`src/sv/mqtt_pkg.sv`:
```
package mqtt_pkg;

  localparam int MaxLengthBytesDefault = 4;

  localparam logic [1:0] StOk         = 2'd0;
  localparam logic [1:0] StIncomplete = 2'd1;
  localparam logic [1:0] StMalformed  = 2'd2;

  localparam logic [1:0] LenDecoding  = 2'd0;
  localparam logic [1:0] LenDone      = 2'd1;
  localparam logic [1:0] LenBad       = 2'd2;

  localparam logic [2:0] KindPublish  = 3'd0;
  localparam logic [2:0] KindConnack  = 3'd1;
  localparam logic [2:0] KindSuback   = 3'd2;
  localparam logic [2:0] KindPuback   = 3'd3;
  localparam logic [2:0] KindPingresp = 3'd4;

  // Snapshot of one buffer, handed from the byte front end to the checker.
  typedef struct packed {
    logic [31:0] byte_count;
    logic [2:0]  packet_kind;
    logic [7:0]  header_byte;
    logic [27:0] length_value;
    logic [2:0]  length_byte_count;
    logic [1:0]  length_status;
    logic [7:0]  saved_byte_one;
    logic [7:0]  saved_byte_two;
    logic [7:0]  saved_byte_three;
    logic [15:0] topic_length;
    logic [15:0] ident_value;
  } snap_t;

  typedef struct packed {
    logic [1:0]  status;
    logic        dup_flag;
    logic [1:0]  qos_level;
    logic        retain_flag;
    logic [15:0] msg_id;
    logic [2:0]  topic_offset;
    logic [15:0] topic_bytes;
    logic [16:0] body_offset;
    logic [28:0] body_len;
    logic [28:0] frame_len;
    logic        sess_flag;
    logic [7:0]  ack_code;
  } result_t;

endpackage

```
`src/sv/mqtt_front.sv`:
```
module mqtt_front #(
  parameter int MAX_LENGTH_BYTES = mqtt_pkg::MaxLengthBytesDefault
) (
  input  logic               clk,
  input  logic               rst,
  input  logic               in_fire,
  input  logic [2:0]         cmd,
  input  logic [7:0]         data_byte,
  input  logic               last_byte,
  output logic               snap_valid,
  output mqtt_pkg::snap_t    snap
);

  mqtt_pkg::snap_t st, st_next;
  logic [17:0] hdr_pos, pub_pos;
  logic [4:0]  sh;

  always_comb begin
    st_next = st;
    hdr_pos = 18'd1 + 18'(st.length_byte_count);
    pub_pos = hdr_pos + 18'd2 + 18'(st.topic_length);
    sh = 5'd7 * 5'(st.length_byte_count[1:0]);
    if (st.byte_count == 32'd0) begin
      st_next.packet_kind = cmd;
      st_next.header_byte = data_byte;
    end
    if (st.byte_count == 32'd1) st_next.saved_byte_one = data_byte;
    if (st.byte_count == 32'd2) st_next.saved_byte_two = data_byte;
    if (st.byte_count == 32'd3) st_next.saved_byte_three = data_byte;
    if (st.byte_count != 32'd0 && st.length_status == mqtt_pkg::LenDecoding) begin
      st_next.length_value = st.length_value | (28'(data_byte[6:0]) << sh);
      st_next.length_byte_count = st.length_byte_count + 3'd1;
      if (!data_byte[7]) begin
        st_next.length_status = mqtt_pkg::LenDone;
      end else if (32'(st_next.length_byte_count) >= 32'(MAX_LENGTH_BYTES)) begin
        st_next.length_status = mqtt_pkg::LenBad;
      end
    end else if (st.byte_count != 32'd0 && st.length_status == mqtt_pkg::LenDone) begin
      if (st.packet_kind == mqtt_pkg::KindPublish) begin
        if (st.byte_count == 32'(hdr_pos)) begin
          st_next.topic_length = {data_byte, 8'd0};
        end else if (st.byte_count == 32'(hdr_pos) + 32'd1) begin
          st_next.topic_length = st.topic_length | 16'(data_byte);
        end else if (st.byte_count == 32'(pub_pos)) begin
          st_next.ident_value = {data_byte, 8'd0};
        end else if (st.byte_count == 32'(pub_pos) + 32'd1) begin
          st_next.ident_value = st.ident_value | 16'(data_byte);
        end
      end else begin
        if (st.byte_count == 32'(hdr_pos)) begin
          st_next.ident_value = {data_byte, 8'd0};
        end else if (st.byte_count == 32'(hdr_pos) + 32'd1) begin
          st_next.ident_value = st.ident_value | 16'(data_byte);
        end
      end
    end
    if (st.byte_count != 32'hFFFF_FFFF) st_next.byte_count = st.byte_count + 32'd1;
  end

  always_ff @(posedge clk) begin
    if (rst) begin
      st <= '0;
      snap_valid <= 1'b0;
    end else begin
      snap_valid <= in_fire && last_byte;
      if (in_fire) st <= last_byte ? '0 : st_next;
    end
  end

  always_ff @(posedge clk) begin
    if (in_fire && last_byte) snap <= st_next;
  end

endmodule

```
`src/sv/mqtt_queue.sv`:
```
module mqtt_queue (
  input  logic            clk,
  input  logic            rst,
  input  logic            wr_en,
  input  mqtt_pkg::snap_t wr_data,
  output logic [1:0]      count,
  input  logic            rd_en,
  output mqtt_pkg::snap_t rd_data,
  output logic            rd_valid
);

  mqtt_pkg::snap_t mem [4];
  logic [1:0] wr_ptr, rd_ptr;
  logic [2:0] fill;

  assign rd_valid = fill != 3'd0;
  assign rd_data  = mem[rd_ptr];
  assign count    = fill[2] ? 2'd3 : fill[1:0];

  always_ff @(posedge clk) begin
    if (rst) begin
      wr_ptr <= '0;
      rd_ptr <= '0;
      fill   <= '0;
    end else begin
      if (wr_en) wr_ptr <= wr_ptr + 2'd1;
      if (rd_en) rd_ptr <= rd_ptr + 2'd1;
      fill <= fill + 3'(wr_en) - 3'(rd_en);
    end
  end

  always_ff @(posedge clk) begin
    if (wr_en) mem[wr_ptr] <= wr_data;
  end

  assert property (@(posedge clk) disable iff (rst) !(fill == 3'd4 && wr_en && !rd_en))
    else $error("queue overflow");
  assert property (@(posedge clk) disable iff (rst) !(fill == 3'd0 && rd_en))
    else $error("queue underflow");
  assert property (@(posedge clk) disable iff (rst) fill <= 3'd4)
    else $error("fill out of range");

endmodule

```
`src/sv/mqtt_check.sv`:
```
module mqtt_check (
  input  logic              clk,
  input  logic              rst,
  input  logic              snap_valid,
  input  mqtt_pkg::snap_t   snap,
  output logic              snap_ready,
  output logic              res_valid,
  input  logic              res_ready,
  output mqtt_pkg::result_t res
);

  mqtt_pkg::result_t r;
  logic [33:0] rx, hdr, plen, idx, tend, rc;
  logic [1:0]  qos, le;
  logic        len_ok;

  always_comb begin
    r = '0;
    r.status = mqtt_pkg::StMalformed;
    rx   = 34'(snap.byte_count);
    hdr  = 34'd1 + 34'(snap.length_byte_count);
    plen = hdr + 34'(snap.length_value);
    idx  = hdr + 34'd2;
    tend = idx + 34'(snap.topic_length);
    rc   = plen - idx;
    qos  = snap.header_byte[2:1];
    len_ok = snap.length_status == mqtt_pkg::LenDone;
    le = (snap.length_status == mqtt_pkg::LenDecoding) ? mqtt_pkg::StIncomplete
                                                       : mqtt_pkg::StMalformed;
    case (snap.packet_kind)
      mqtt_pkg::KindPublish: begin
        if (rx < 34'd2 || snap.header_byte[7:4] != 4'h3 || qos == 2'd3) begin
          r.status = mqtt_pkg::StMalformed;
        end else if (!len_ok) begin
          r.status = le;
        end else if (rx < plen) begin
          r.status = mqtt_pkg::StIncomplete;
        end else if (idx > plen || tend > plen) begin
          r.status = mqtt_pkg::StMalformed;
        end else if (qos != 2'd0 && tend + 34'd2 > plen) begin
          // Topic fields are already reported when only the identifier is missing
          r.status       = mqtt_pkg::StMalformed;
          r.topic_offset = 3'(idx);
          r.topic_bytes  = snap.topic_length;
        end else begin
          r.status       = mqtt_pkg::StOk;
          r.topic_offset = 3'(idx);
          r.topic_bytes  = snap.topic_length;
          r.dup_flag     = snap.header_byte[3];
          r.qos_level    = qos;
          r.retain_flag  = snap.header_byte[0];
          r.msg_id       = (qos != 2'd0) ? snap.ident_value : 16'd0;
          r.body_offset  = 17'((qos != 2'd0) ? tend + 34'd2 : tend);
          r.body_len     = 29'(plen - ((qos != 2'd0) ? tend + 34'd2 : tend));
          r.frame_len    = 29'(plen);
        end
      end
      mqtt_pkg::KindConnack: begin
        if (rx < 34'd4) begin
          r.status = mqtt_pkg::StIncomplete;
        end else if (snap.header_byte != 8'h20 || snap.saved_byte_one != 8'h02 ||
                     snap.saved_byte_two[7:1] != 7'd0 ||
                     (snap.saved_byte_three != 8'd0 && snap.saved_byte_two[0])) begin
          r.status = mqtt_pkg::StMalformed;
        end else begin
          r.status    = mqtt_pkg::StOk;
          r.sess_flag = snap.saved_byte_two[0];
          r.ack_code  = snap.saved_byte_three;
        end
      end
      mqtt_pkg::KindSuback: begin
        if (rx < 34'd2) begin
          r.status = mqtt_pkg::StIncomplete;
        end else if (snap.header_byte != 8'h90) begin
          r.status = mqtt_pkg::StMalformed;
        end else if (!len_ok) begin
          r.status = le;
        end else if (rx < plen) begin
          r.status = mqtt_pkg::StIncomplete;
        end else if (snap.length_value < 28'd3 || rc == 34'd0 || rc > 34'd255) begin
          r.status = mqtt_pkg::StMalformed;
        end else begin
          r.status      = mqtt_pkg::StOk;
          r.msg_id      = snap.ident_value;
          r.body_offset = 17'(idx);
          r.body_len    = 29'(rc);
          r.frame_len   = 29'(plen);
        end
      end
      mqtt_pkg::KindPuback: begin
        if (rx < 34'd4) begin
          r.status = mqtt_pkg::StIncomplete;
        end else if (!len_ok) begin
          r.status = le;
        end else if (snap.header_byte != 8'h40 || snap.length_value != 28'd2 ||
                     snap.length_byte_count != 3'd1) begin
          r.status = mqtt_pkg::StMalformed;
        end else begin
          r.status = mqtt_pkg::StOk;
          r.msg_id = snap.ident_value;
        end
      end
      mqtt_pkg::KindPingresp: begin
        if (rx < 34'd2) begin
          r.status = mqtt_pkg::StIncomplete;
        end else if (!len_ok) begin
          r.status = le;
        end else if (snap.header_byte != 8'hD0 || snap.length_value != 28'd0 ||
                     snap.length_byte_count != 3'd1) begin
          r.status = mqtt_pkg::StMalformed;
        end else begin
          r.status = mqtt_pkg::StOk;
        end
      end
      default: r.status = mqtt_pkg::StMalformed;
    endcase
  end

  assign snap_ready = !res_valid || res_ready;

  always_ff @(posedge clk) begin
    if (rst) res_valid <= 1'b0;
    else if (snap_ready) res_valid <= snap_valid;
  end

  always_ff @(posedge clk) begin
    if (snap_ready && snap_valid) res <= r;
  end

endmodule

```
`src/sv/mqtt_packet_header_parser_core.sv`:
```
// A request's last byte closes its snapshot in the front end register, the snapshot is
// written into the snapshot queue, and the checker registers its result onto m_tvalid.
// Throughput: one byte per cycle; the byte front end stalls only while the snapshot
// queue holds two or more buffers.
// The checker decides one queued snapshot per cycle unless its output is stalled.
// Reset (rst, synchronous) clears the byte state, the queue and the output valid.
module mqtt_packet_header_parser_core #(
  parameter int MAX_LENGTH_BYTES = mqtt_pkg::MaxLengthBytesDefault
) (
  input  logic         clk,
  input  logic         rst,
  input  logic         s_tvalid,
  output logic         s_tready,
  input  logic [7:0]   s_tdata,  // data_byte[7:0]
  input  logic [2:0]   s_tuser,  // cmd[2:0]
  input  logic         s_tlast,  // last_byte
  output logic         m_tvalid,
  input  logic         m_tready,
  // status[1:0], dup_flag[2], qos_level[4:3], retain_flag[5], msg_id[21:6],
  // topic_offset[24:22], topic_bytes[40:25], body_offset[57:41], body_len[86:58],
  // frame_len[115:87], sess_flag[116], ack_code[124:117], zeros
  output logic [127:0] m_tdata
);

  logic              in_fire, fsnap_valid, q_valid, q_rd, c_ready;
  logic [1:0]        q_count;
  mqtt_pkg::snap_t   fsnap, q_data;
  mqtt_pkg::result_t res;

  // Leave room for snapshots still in flight from the front end.
  assign s_tready = q_count < 2'd2;
  assign in_fire  = s_tvalid && s_tready;
  assign q_rd     = q_valid && c_ready;

  mqtt_front #(.MAX_LENGTH_BYTES(MAX_LENGTH_BYTES)) u_front (
    .clk, .rst, .in_fire,
    .cmd(s_tuser), .data_byte(s_tdata), .last_byte(s_tlast),
    .snap_valid(fsnap_valid), .snap(fsnap)
  );

  mqtt_queue u_queue (
    .clk, .rst, .wr_en(fsnap_valid), .wr_data(fsnap), .count(q_count),
    .rd_en(q_rd), .rd_data(q_data), .rd_valid(q_valid)
  );

  mqtt_check u_check (
    .clk, .rst, .snap_valid(q_valid), .snap(q_data), .snap_ready(c_ready),
    .res_valid(m_tvalid), .res_ready(m_tready), .res
  );

  assign m_tdata = {3'd0, res.ack_code, res.sess_flag, res.frame_len,
                    res.body_len, res.body_offset, res.topic_bytes, res.topic_offset,
                    res.msg_id, res.retain_flag, res.qos_level, res.dup_flag,
                    res.status};

endmodule

```
`config.mk`:
```
export PLATFORM = sky130hd
export DESIGN_NAME = mqtt_packet_header_parser_core
export DESIGN_NICKNAME = d
export VERILOG_FILES = /design/src/sv/mqtt_pkg.sv /design/src/sv/mqtt_front.sv /design/src/sv/mqtt_queue.sv /design/src/sv/mqtt_check.sv /design/src/sv/mqtt_packet_header_parser_core.sv
export SDC_FILE = /design/constraint.sdc
export NUM_CORES = 1
export LEC_CHECK = 0
export ABC_AREA = 1
export BUFFER_PORTS_ARGS = -buffer_cell sky130_fd_sc_hd__clkbuf_2
export CAP_MARGIN = 20
export CORE_MARGIN = 2
export CORE_UTILIZATION = 42
export DETAILED_ROUTE_END_ITERATION = 10
export GPL_TIMING_DRIVEN = 0
export PLACE_DENSITY = 0.59
export SKIP_CTS_REPAIR_TIMING = 1
export SYNTH_ARGS = -nofsm -noshare
export SYNTH_HDL_FRONTEND = slang
export SYNTH_SLANG_ARGS = --single-unit
export TNS_END_PERCENT = 100
```
`constraint.sdc`:
```
create_clock -name clk -period 11.79 [get_ports clk]
set_input_delay 1.179 -clock clk [delete_from_list [all_inputs] [get_ports clk]]
set_output_delay 1.179 -clock clk [all_outputs]
set_load 0.02 [all_outputs]
```
; ---- Yosys cells after proc, flatten, opt, wreduce, memory -nomap -nowiden
; Memory sizes are Yosys's and may differ from the RTL's. A register that Yosys moved wholly into a read port is not among the register bits.
; Index checks and enable logic that the tools add are counted.
[totals]
regBits = 398
ramBits = 528
in_bits = 16
output_inout_bits = 130
word_cells = 204
n_memories = 1
[memory_table]
columns = memory, words, width, read_ports, rd_ports_with_merged_regs, write_ports, line
row1 = u_queue.mem, 4, 132, 1, 1, 1, mqtt_queue.sv:12  ; mqtt_pkg::snap_t mem [4];
[op_classes]
add_sub_neg = 18
multipliers = 1
n_lt_le_gt_ge = 10
eq_ne = 23
shift = 1
n_mux = 69
bitwise = 6
reduce_logical = 36
[ops]
columns = cell, n
row1 = 2-to-1 mux 75 bit, 6
row2 = 2-to-1 mux 110 bit, 4
row3 = 2-to-1 mux 16 bit, 20
row4 = one-hot mux 75 bit (2 select lines), 1
row5 = 2-to-1 mux 132 bit, 1
row6 = greater-than comparator 34 bit, 3
row7 = 2-to-1 mux 32 bit, 3
row8 = "adder 34 x 2 -> 34 bit, second input constant", 2
row9 = == test 32 x 18 -> 1 bit, 2
row10 = "== test 32 x 2 -> 1 bit, second input constant", 2
row11 = == test 32 bit, 2
row12 = 2-to-1 mux 2 bit, 24
row13 = one-hot mux 16 bit (3 select lines), 1
row14 = "adder 18 x 1 -> 19 bit, second input constant", 2
row15 = adder 34 x 16 -> 34 bit, 1
row16 = "greater-than comparator 34 x 8 -> 1 bit, second input constant", 1
row17 = logical NOT 34 bit, 1
row18 = < comparator 32 x 34 -> 1 bit, 1
row19 = subtractor 34 bit, 1
row20 = 2-to-1 mux 33 bit, 1
row21 = "adder 32 x 1 -> 32 bit, second input constant", 1
row22 = "== test 32 x 1 -> 1 bit, second input constant", 1
row23 = logical NOT 32 bit, 1
row24 = "< comparator 32 x 2 -> 1 bit, second input constant", 1
row25 = 50 further kinds, 81

; ---- Logic depth before layout (Yosys ltp)
; Gate-level depths: netlist of run 1.
[depth]
word_depth = 13
mapped_depth = 52
depth_no_buf = 43

; ---- Modules after synthesis
; A second synthesis of run 1 with hierarchy kept.
[hier_totals]
hier_cells = 5488
hier_area_um2 = 47827.1
[by_module_without_submodules]
columns = module, instances, cells_per_inst, area_each_um2, seq_area_each_um2
row1 = mqtt_queue, 1, 2126, 22534.1, 16035.4
row2 = mqtt_front, 1, 1665, 13267.7, 6626.4
row3 = mqtt_check, 1, 1688, 11977.7, 3773.6
row4 = mqtt_packet_header_parser_core, 1, 9, 47.5, 0.0

; ---- Least setup slack after synthesis of run 1
; OpenSTA, ideal clock, no wires.
[synth_path]
kind = input to register
startpoint = input m_tready
endpoint = register u_queue.fill[2]
setup_ns = 0.128
arrival_time_ns = 9.428
t_required_ns = 11.662
slack_ns = 2.235
stages = 9
path_buffers = 0
path_cell_list = nor2_1 a31oi_1 ha_1 inv_1 ha_1 inv_1 fa_1 xnor2_1 nor2_1
[synth_between]
elab_chain_len = 3
[synth_rtl]
columns = item, line
row1 = start: declaration, mqtt_packet_header_parser_core.sv:18  ; input logic m_tready,
row2 = logical OR 1 bit, mqtt_check.sv:119  ; assign snap_ready = !res_valid || res_ready;
row3 = logical AND 1 bit, mqtt_packet_header_parser_core.sv:33  ; assign q_rd = q_valid && c_ready;
row4 = named net q_rd, mqtt_packet_header_parser_core.sv:25  ; logic in_fire, fsnap_valid, q_valid, q_rd, c_ready;
row5 = subtractor 3 x 1 -> 3 bit, mqtt_queue.sv:28  ; fill <= fill + 3'(wr_en) - 3'(rd_en);
row6 = end signal: assignment, mqtt_queue.sv:28
row7 = end: declaration, mqtt_queue.sv:14  ; logic [2:0] fill;
; The timed path passes the listed nets, and every way through them passes these cells.
; A chain may end at the register's enable or synchronous reset.

==> results of run 1 <==
## synth_stat cells (4+ instances only)
cell and count:
nor3b_1 4, ha_1 119, nor2_4 32, clkbuf_1 105
o22ai_1 40, dfxtp_1 143, a21boi_0 10, nand4_1 84
o21ai_0 183, buf_1 5, nand2_4 6, nor3_1 109
inv_2 28, nand3_1 151, xor2_1 95, o21a_1 4
xnor2_1 19, a21oi_1 288, nand2_2 45, o21ai_1 17
buf_6 16, nor2_2 14, a32oi_1 38, mux2i_1 4
nor2_1 445, fa_1 4, o31ai_1 4, clkinv_1 6
o211ai_1 8, or2_2 59, o2111ai_1 4, nand2_1 920
buf_2 31, nand3_2 9, a32o_1 14, nand3b_1 8
nor4_1 43, a31oi_1 14, edfxtp_1 785, inv_1 320
buf_4 18, o21bai_1 5
## state kept, by name, indices dropped and copies added (netlist names), named ones only
name	cells
u_queue.mem	528
u_front.snap_valid	1
u_queue.rd_ptr	2
u_front.snap	132
u_queue.wr_ptr	2
u_check.res_valid	1
u_front.st	132
u_queue.fill	3
u_check.res	125
## power by group through the flow
stage,clock [W],sequential [W],combinational (W)
after floorplan,0,0.00450,0.00459
after global placement,0,0.00434,0.00688
after detailed placement,0,0.00419,0.00702
after CTS,0.00317,0.00413,0.00706
after global routing,0.00329,0.00416,0.00782
final,0.00311,0.00412,0.00715
## per-layer routing
layer	vias up	track usage, %
li1	15400	-
met1	15300	31.5
met2	1083	37.8
met3	193	2.75
met4	0	8.01
met5	-	0
## logic make-up after synthesis
family,count (synthesis),synth area share (%)
other cells,2,0.0172
fa+ha+maj,123,3.58
simple gates,1943,19.9
compound gates,648,8.42
xor+xnor,116,2.36
buf+inv,535,5.23
mux,4,0.0915
flops,928,60.4
## metrics by stage
| step | power [W] | cell area (sq um) | setup WS, ns | hold WS, ns |
|---|---|---|---|---|
| after floorplan | 0.00908 | 43800 | 2.23 | 0.436 |
| after global placement | 0.0112 | 46200 | -2.53 | 0.451 |
| after global routing | 0.0153 | 49800 | 0.787 | 0.481 |
| after CTS | 0.0144 | 49800 | 1.51 | 0.465 |
| after detailed placement | 0.0112 | 46500 | 1.57 | 0.456 |
| final | 0.0144 | 49800 | 1.39 | 0.465 |
## critical path, delay by kind of cell, from the launching register on
family / cells / cell delay [ns]
DFF: 1 / 0.30
and+or+nand+nor: 16 / 2.26
buffers and inverters: 17 / 3.70
xor gates and xnor gates: 3 / 1.28
AOI/OAI and AO/OA: 5 / 1.41
adders and majority gates: 4 / 1.12
## cell type report
class / count / area (sq um) / area share (%)
Antenna cell: 1 / 2.50 / 0.00503
Buffer: 179 / 948 / 1.90
Clock buffer: 139 / 2760 / 5.54
Clock inverter: 40 / 505 / 1.02
Inverter: 356 / 1380 / 2.77
Multi-Input combinational cell: 2839 / 15100 / 30.3
Sequential cell: 928 / 26400 / 53.1
Tap cell: 1380 / 1730 / 3.47
Timing Repair Buffer: 153 / 966 / 1.94
## cells in the final DEF (no fill, tap or decap), drive strengths merged, types with 3 or more instances in the layout
cell      netlist  routed
ha            119     119
nand3         161     161
nor4           43      43
o22ai          40      40
nor2          492     492
a21boi         10      10
nor3b           4       4
buf            74      86
edfxtp        785     785
o31ai           4       4
o2111ai         4       4
a31oi          14      14
nand3b          8       8
bufinv          0      10
a21o            3       3
o21bai          6       6
o211ai          9       9
nor3          113     113
a32o           14      14
a211oi          3       3
clkinv          7      31
a32oi          38      38
xnor2          19      19
o21a            4       4
clkbuf        105     385
o21ai         200     200
fa              4       4
xor2           97      97
conb            2       5
or2            59      59
mux2i           4       4
dfxtp         143     143
nand2         971     971
clkinvlp        0       3
inv           349     352
a21oi         289     289
nand4          85      85
## worst paths after layout
| check | startpoint | endpoint | depth (start not counted) |
|---|---|---|---|
| hold reg to reg | u_front.st[2] | u_front.st[2] | 2 |
| hold / removal | u_front.st[2] | u_front.st[2] | 2 |
| setup reg to reg | flop | u_check.res[109] | 45 |
| setup / recovery | flop | u_check.res[109] | 45 |
==> results.cfg, run 1 <==
[status]
status = completed

[floorplan]
die_x_um = 327
dieArea_sq_um = 107000
core-area_sq_um = 103000
io_pins = 146
start_util_pct = 42.3
die-height_um = 327
rows = 118

[synth]
synth.top_cells.by_area = edfxtp_1 (54%), nand2_1 (7.9%), dfxtp_1 (6.5%)
syn_inst = 4299
yosys_register_bits = 928
synthArstFlopShare_pct = 0
synthDistinctLibCells = 70
synth_flop_cell = edfxtp_1
yosys_warnings = 0
synth_enable_flop_cells = 785
yosys.area.top_type = edfxtp_1
syn-cell-area_sq_um = 43800
avgSynthCellArea_sq_um = 10.2
yosysTopAreaCellShare_pct = 53.9
ys_seq_area_share_pct = 60.4

[timing]
finalHoldViolCount = 0
skew_ns = 0.0458
slew_headroom_pct = 19.2
finalSetupViolCount = 0
slew_violations = 0
fin_crit_ns = 10.40
fin_crit_sh_pct = 88.2
fin_tns_setup_ns = 0
worst_pin_slew_ns = 1.21
clock.fmax_mhz = 96.1
rsz0062_at_grt = false

[clock_network]
cts_buffers = 96
cts_tree = done
clk_latency_ns = 0.70
cts_htree_levels = 3
clk_pin_slew_ns = 0.06
cts_root_buf = clkbuf_16
cts_sinks = 928
clk_path_buf_depth = 3

[drt]
drt_iter0_markers = 3046
viasPerCell = 5.31
drc_errors = 0
routed_wl_mm = 125
met2_length_mm = 58.3
wl_per_cell_um = 20.8
vias = 32000
firstDrtPassIters = 6
wl_met1_mm = 54.9
maxUsedRoutingLayer = met4
wl_met3_mm = 7.85
drtAntennaViolNets = 0

[grt]
grt_overflow_total = 0
grt_max_degree = 101
grt_pass1_wl_mm = 185
grt_pass1_vias = 30000
grt_antenna_before_repair = 5
grt_use_total_pct = 23.0

[finish]
fin_util_pct = 48.1
area_delta_synth_final_pct = 13.8
stdcell_count = 6015
finalNetCount = 4692
drive_above_1_share_pct = 12.5
num-fill-cells = 9545

[power_and_ir_drop]
p_comb_share_pct = 49.7
swShare_pct = 44.1
internal-power_w = 0.00804
leakage_nw = 18.7
power.density_nw_per_um2 = 289
vdd_ir_drop_max_mv = 0.329
switchingPower_w = 0.00634
power.share.clock_pct = 21.6
seqPwrFrac_pct = 28.7

[worst_hold_path]
hold_path.class = reg2reg

[place]
dpl.cell_count = 5835
place.gp.congestion = 0.959
port_buffers = 141
dp_hpwl_mm = 90.6

[setup_path]
slowest_stage = clkbuf_1
crit_arrival_ns = 10.83
crit_required_ns = 12.21
worstSetupStartpointType = flop
r2r_slack_ns = 1.39
critical_path_class = reg2reg
crit_path_frequent_cell = nand2_1
endpoint_kind = flop
crit_fanout = 10
slowest_delay_ns = 0.70

[job]
maxCapViolations = 0
(Power assumes the default switching activity.)
==> run 2: changes to the inputs <==
Settings changed: CTS_BUF_LIST set to sky130_fd_sc_hd__clkbuf_2 sky130_fd_sc_hd__clkbuf_4 sky130_fd_sc_hd__clkbuf_8.
==> run 2 against run 1 <==
Cell count up 1.8%. Critical endpoint is now u_check.res[103]. Highest routed layer is now met5. Combinational power hardly changed. Sequential share of layout area up 0.086 points.
==> results.cfg, run 2 (synthesis gave the netlist of run 1 again) <==
[status]
status = completed

[finish]
layout_common_cells = nand2_1 (920), edfxtp_1 (785), nor2_1 (445), inv_1 (315), a21oi_1 (288)
largest_registers = u_queue.mem x528, u_front.snap x132, u_front.st x132
finalNetCount = 4749
regMostFlops = u_queue.mem
stdcell_count = 6121
area_delta_synth_final_pct = 13.6
layout_commonest_cell = nand2_1
drive_above_1_share_pct = 14.4
largest_register_ffs = 528

[place]
place.gp.congestion = 0.959
port_buffers = 141
dpl.cell_count = 5835
dp_hpwl_mm = 90.6
place_worst_setup_slack_ns = 1.57

[power_and_ir_drop]
leakage_nw = 18.8
vdd_ir_drop_max_mv = 0.331
power.density_nw_per_um2 = 285
finalPower_w = 0.0142

[timing]
clock.fmax_mhz = 95.9
finalHoldViolCount = 0
rsz0062_at_grt = false
fin_crit_sh_pct = 88.4
timing.hold.ws_ns = 0.464
worst_pin_slew_ns = 1.30
slew_violations = 0
skew_ns = 0.0556
setup_slack_ns = 1.37
finalSetupViolCount = 0
slew_headroom_pct = 13.6
fin_crit_ns = 10.42
fin_tns_setup_ns = 0

[clock_network]
cts_tree = done
clk_pin_slew_ns = 0.06
cts_sinks = 928
cts_htree_levels = 4
cts_buffers = 153
clk_latency_ns = 0.85
clk_path_buf_depth = 3
cts_root_buf = clkbuf_8

[drt]
viasPerCell = 5.27
firstDrtPassIters = 6
drt_iter0_markers = 3025
wl_per_cell_um = 20.5
drc_errors = 0
drtAntennaViolNets = 0
vias = 32300
routed_wl_mm = 125

[floorplan]
die-height_um = 327
dieArea_sq_um = 107000
start_util_pct = 42.3
core-area_sq_um = 103000
rows = 118
die_x_um = 327
io_pins = 146

[setup_path]
slowest_stage = clkbuf_1
critical_path_class = reg2reg
r2r.worst_path.cells = 44
crit_arrival_ns = 10.98
slowest_delay_ns = 0.70
worstSetupStartpointType = flop
endpoint_kind = flop
crit_path_frequent_cell = nand2_1
crit_required_ns = 12.34
crit_fanout = 10

[grt]
grt_use_total_pct = 23.2
grt_max_degree = 101
grt_antenna_before_repair = 7
grtUsageMet3_pct = 3.14
busiest_layer = met2
grt_pass1_vias = 30500
grtUsageMet2_pct = 37.7
grt_pass1_wl_mm = 186
grt_overflow_total = 0
use_met1_pct = 31.6

[job]
maxCapViolations = 0

[worst_hold_path]
hold-path-cell-count = 2
hold_path.class = reg2reg
[run 2: cell count changes in the layout (fill, tap and decap cells not counted), sizes merged]
| cell | before | now |
|---|---|---|
| bufinv | 10 | 7 |
| inv | 352 | 358 |
| clkbuf | 385 | 468 |
| clkinv | 31 | 50 |
| diode | 1 | 2 |
[run 2: per-layer routing]
layer	vias up	part of all wire (%)	wire length, um
met1	15400	44	55100
met4	2	3.5	4360
met5	-	0.0088	11
li1	15500	-	-
met2	1135	46	58300
met3	222	6.1	7650
[run 2: final timing paths]
kind	start	end	slack, ns
hold / removal	u_front.st[92]	u_front.st[92]	0.46
hold reg to reg	u_front.st[92]	u_front.st[92]	0.46
setup reg to reg	flop	u_check.res[103]	1.37
setup / recovery	flop	u_check.res[103]	1.37
[run 2: metrics by stage]
stage / instance area (sq um) / utilization, %
finish: 49700 / 48.0
global route: 49700 / 48.0
CTS: 49700 / 48.0
detailed placement: 46500 / 45.0
global placement: 46200 / 44.7
floorplan: 43800 / -
[run 2: layout make-up]
| class | count | area [sq um] |
|---|---|---|
| clock inverter | 62 | 494 |
| clock buffer | 222 | 2690 |
| buffer | 179 | 948 |
| multi-input combinational | 2839 | 15100 |
| timing repair buffer | 153 | 966 |
| fill | 9606 | 53800 |
| inverter | 356 | 1380 |
| antenna | 2 | 5.00 |
| tap | 1380 | 1730 |
| sequential | 928 | 26400 |
[run 2: worst max-delay path, delay by kind of cell, from the launching register on]
family / cells / cell delay [ns]
buffers and inverters: 17 / 3.68
and+or+nand+nor: 15 / 2.52
AOI/OAI and AO/OA: 6 / 1.62
xor gates and xnor gates: 2 / 1.00
adders and majority gates: 4 / 0.96
DFF: 1 / 0.30
[run 2: power breakdown]
part	switching (W)	leakage, nW	total, W	internal (W)
Clock	0.00129	1.67	0.00292	0.00163
Sequential	0.000137	8.40	0.00412	0.00399
Combinational	0.00493	8.76	0.00714	0.00220
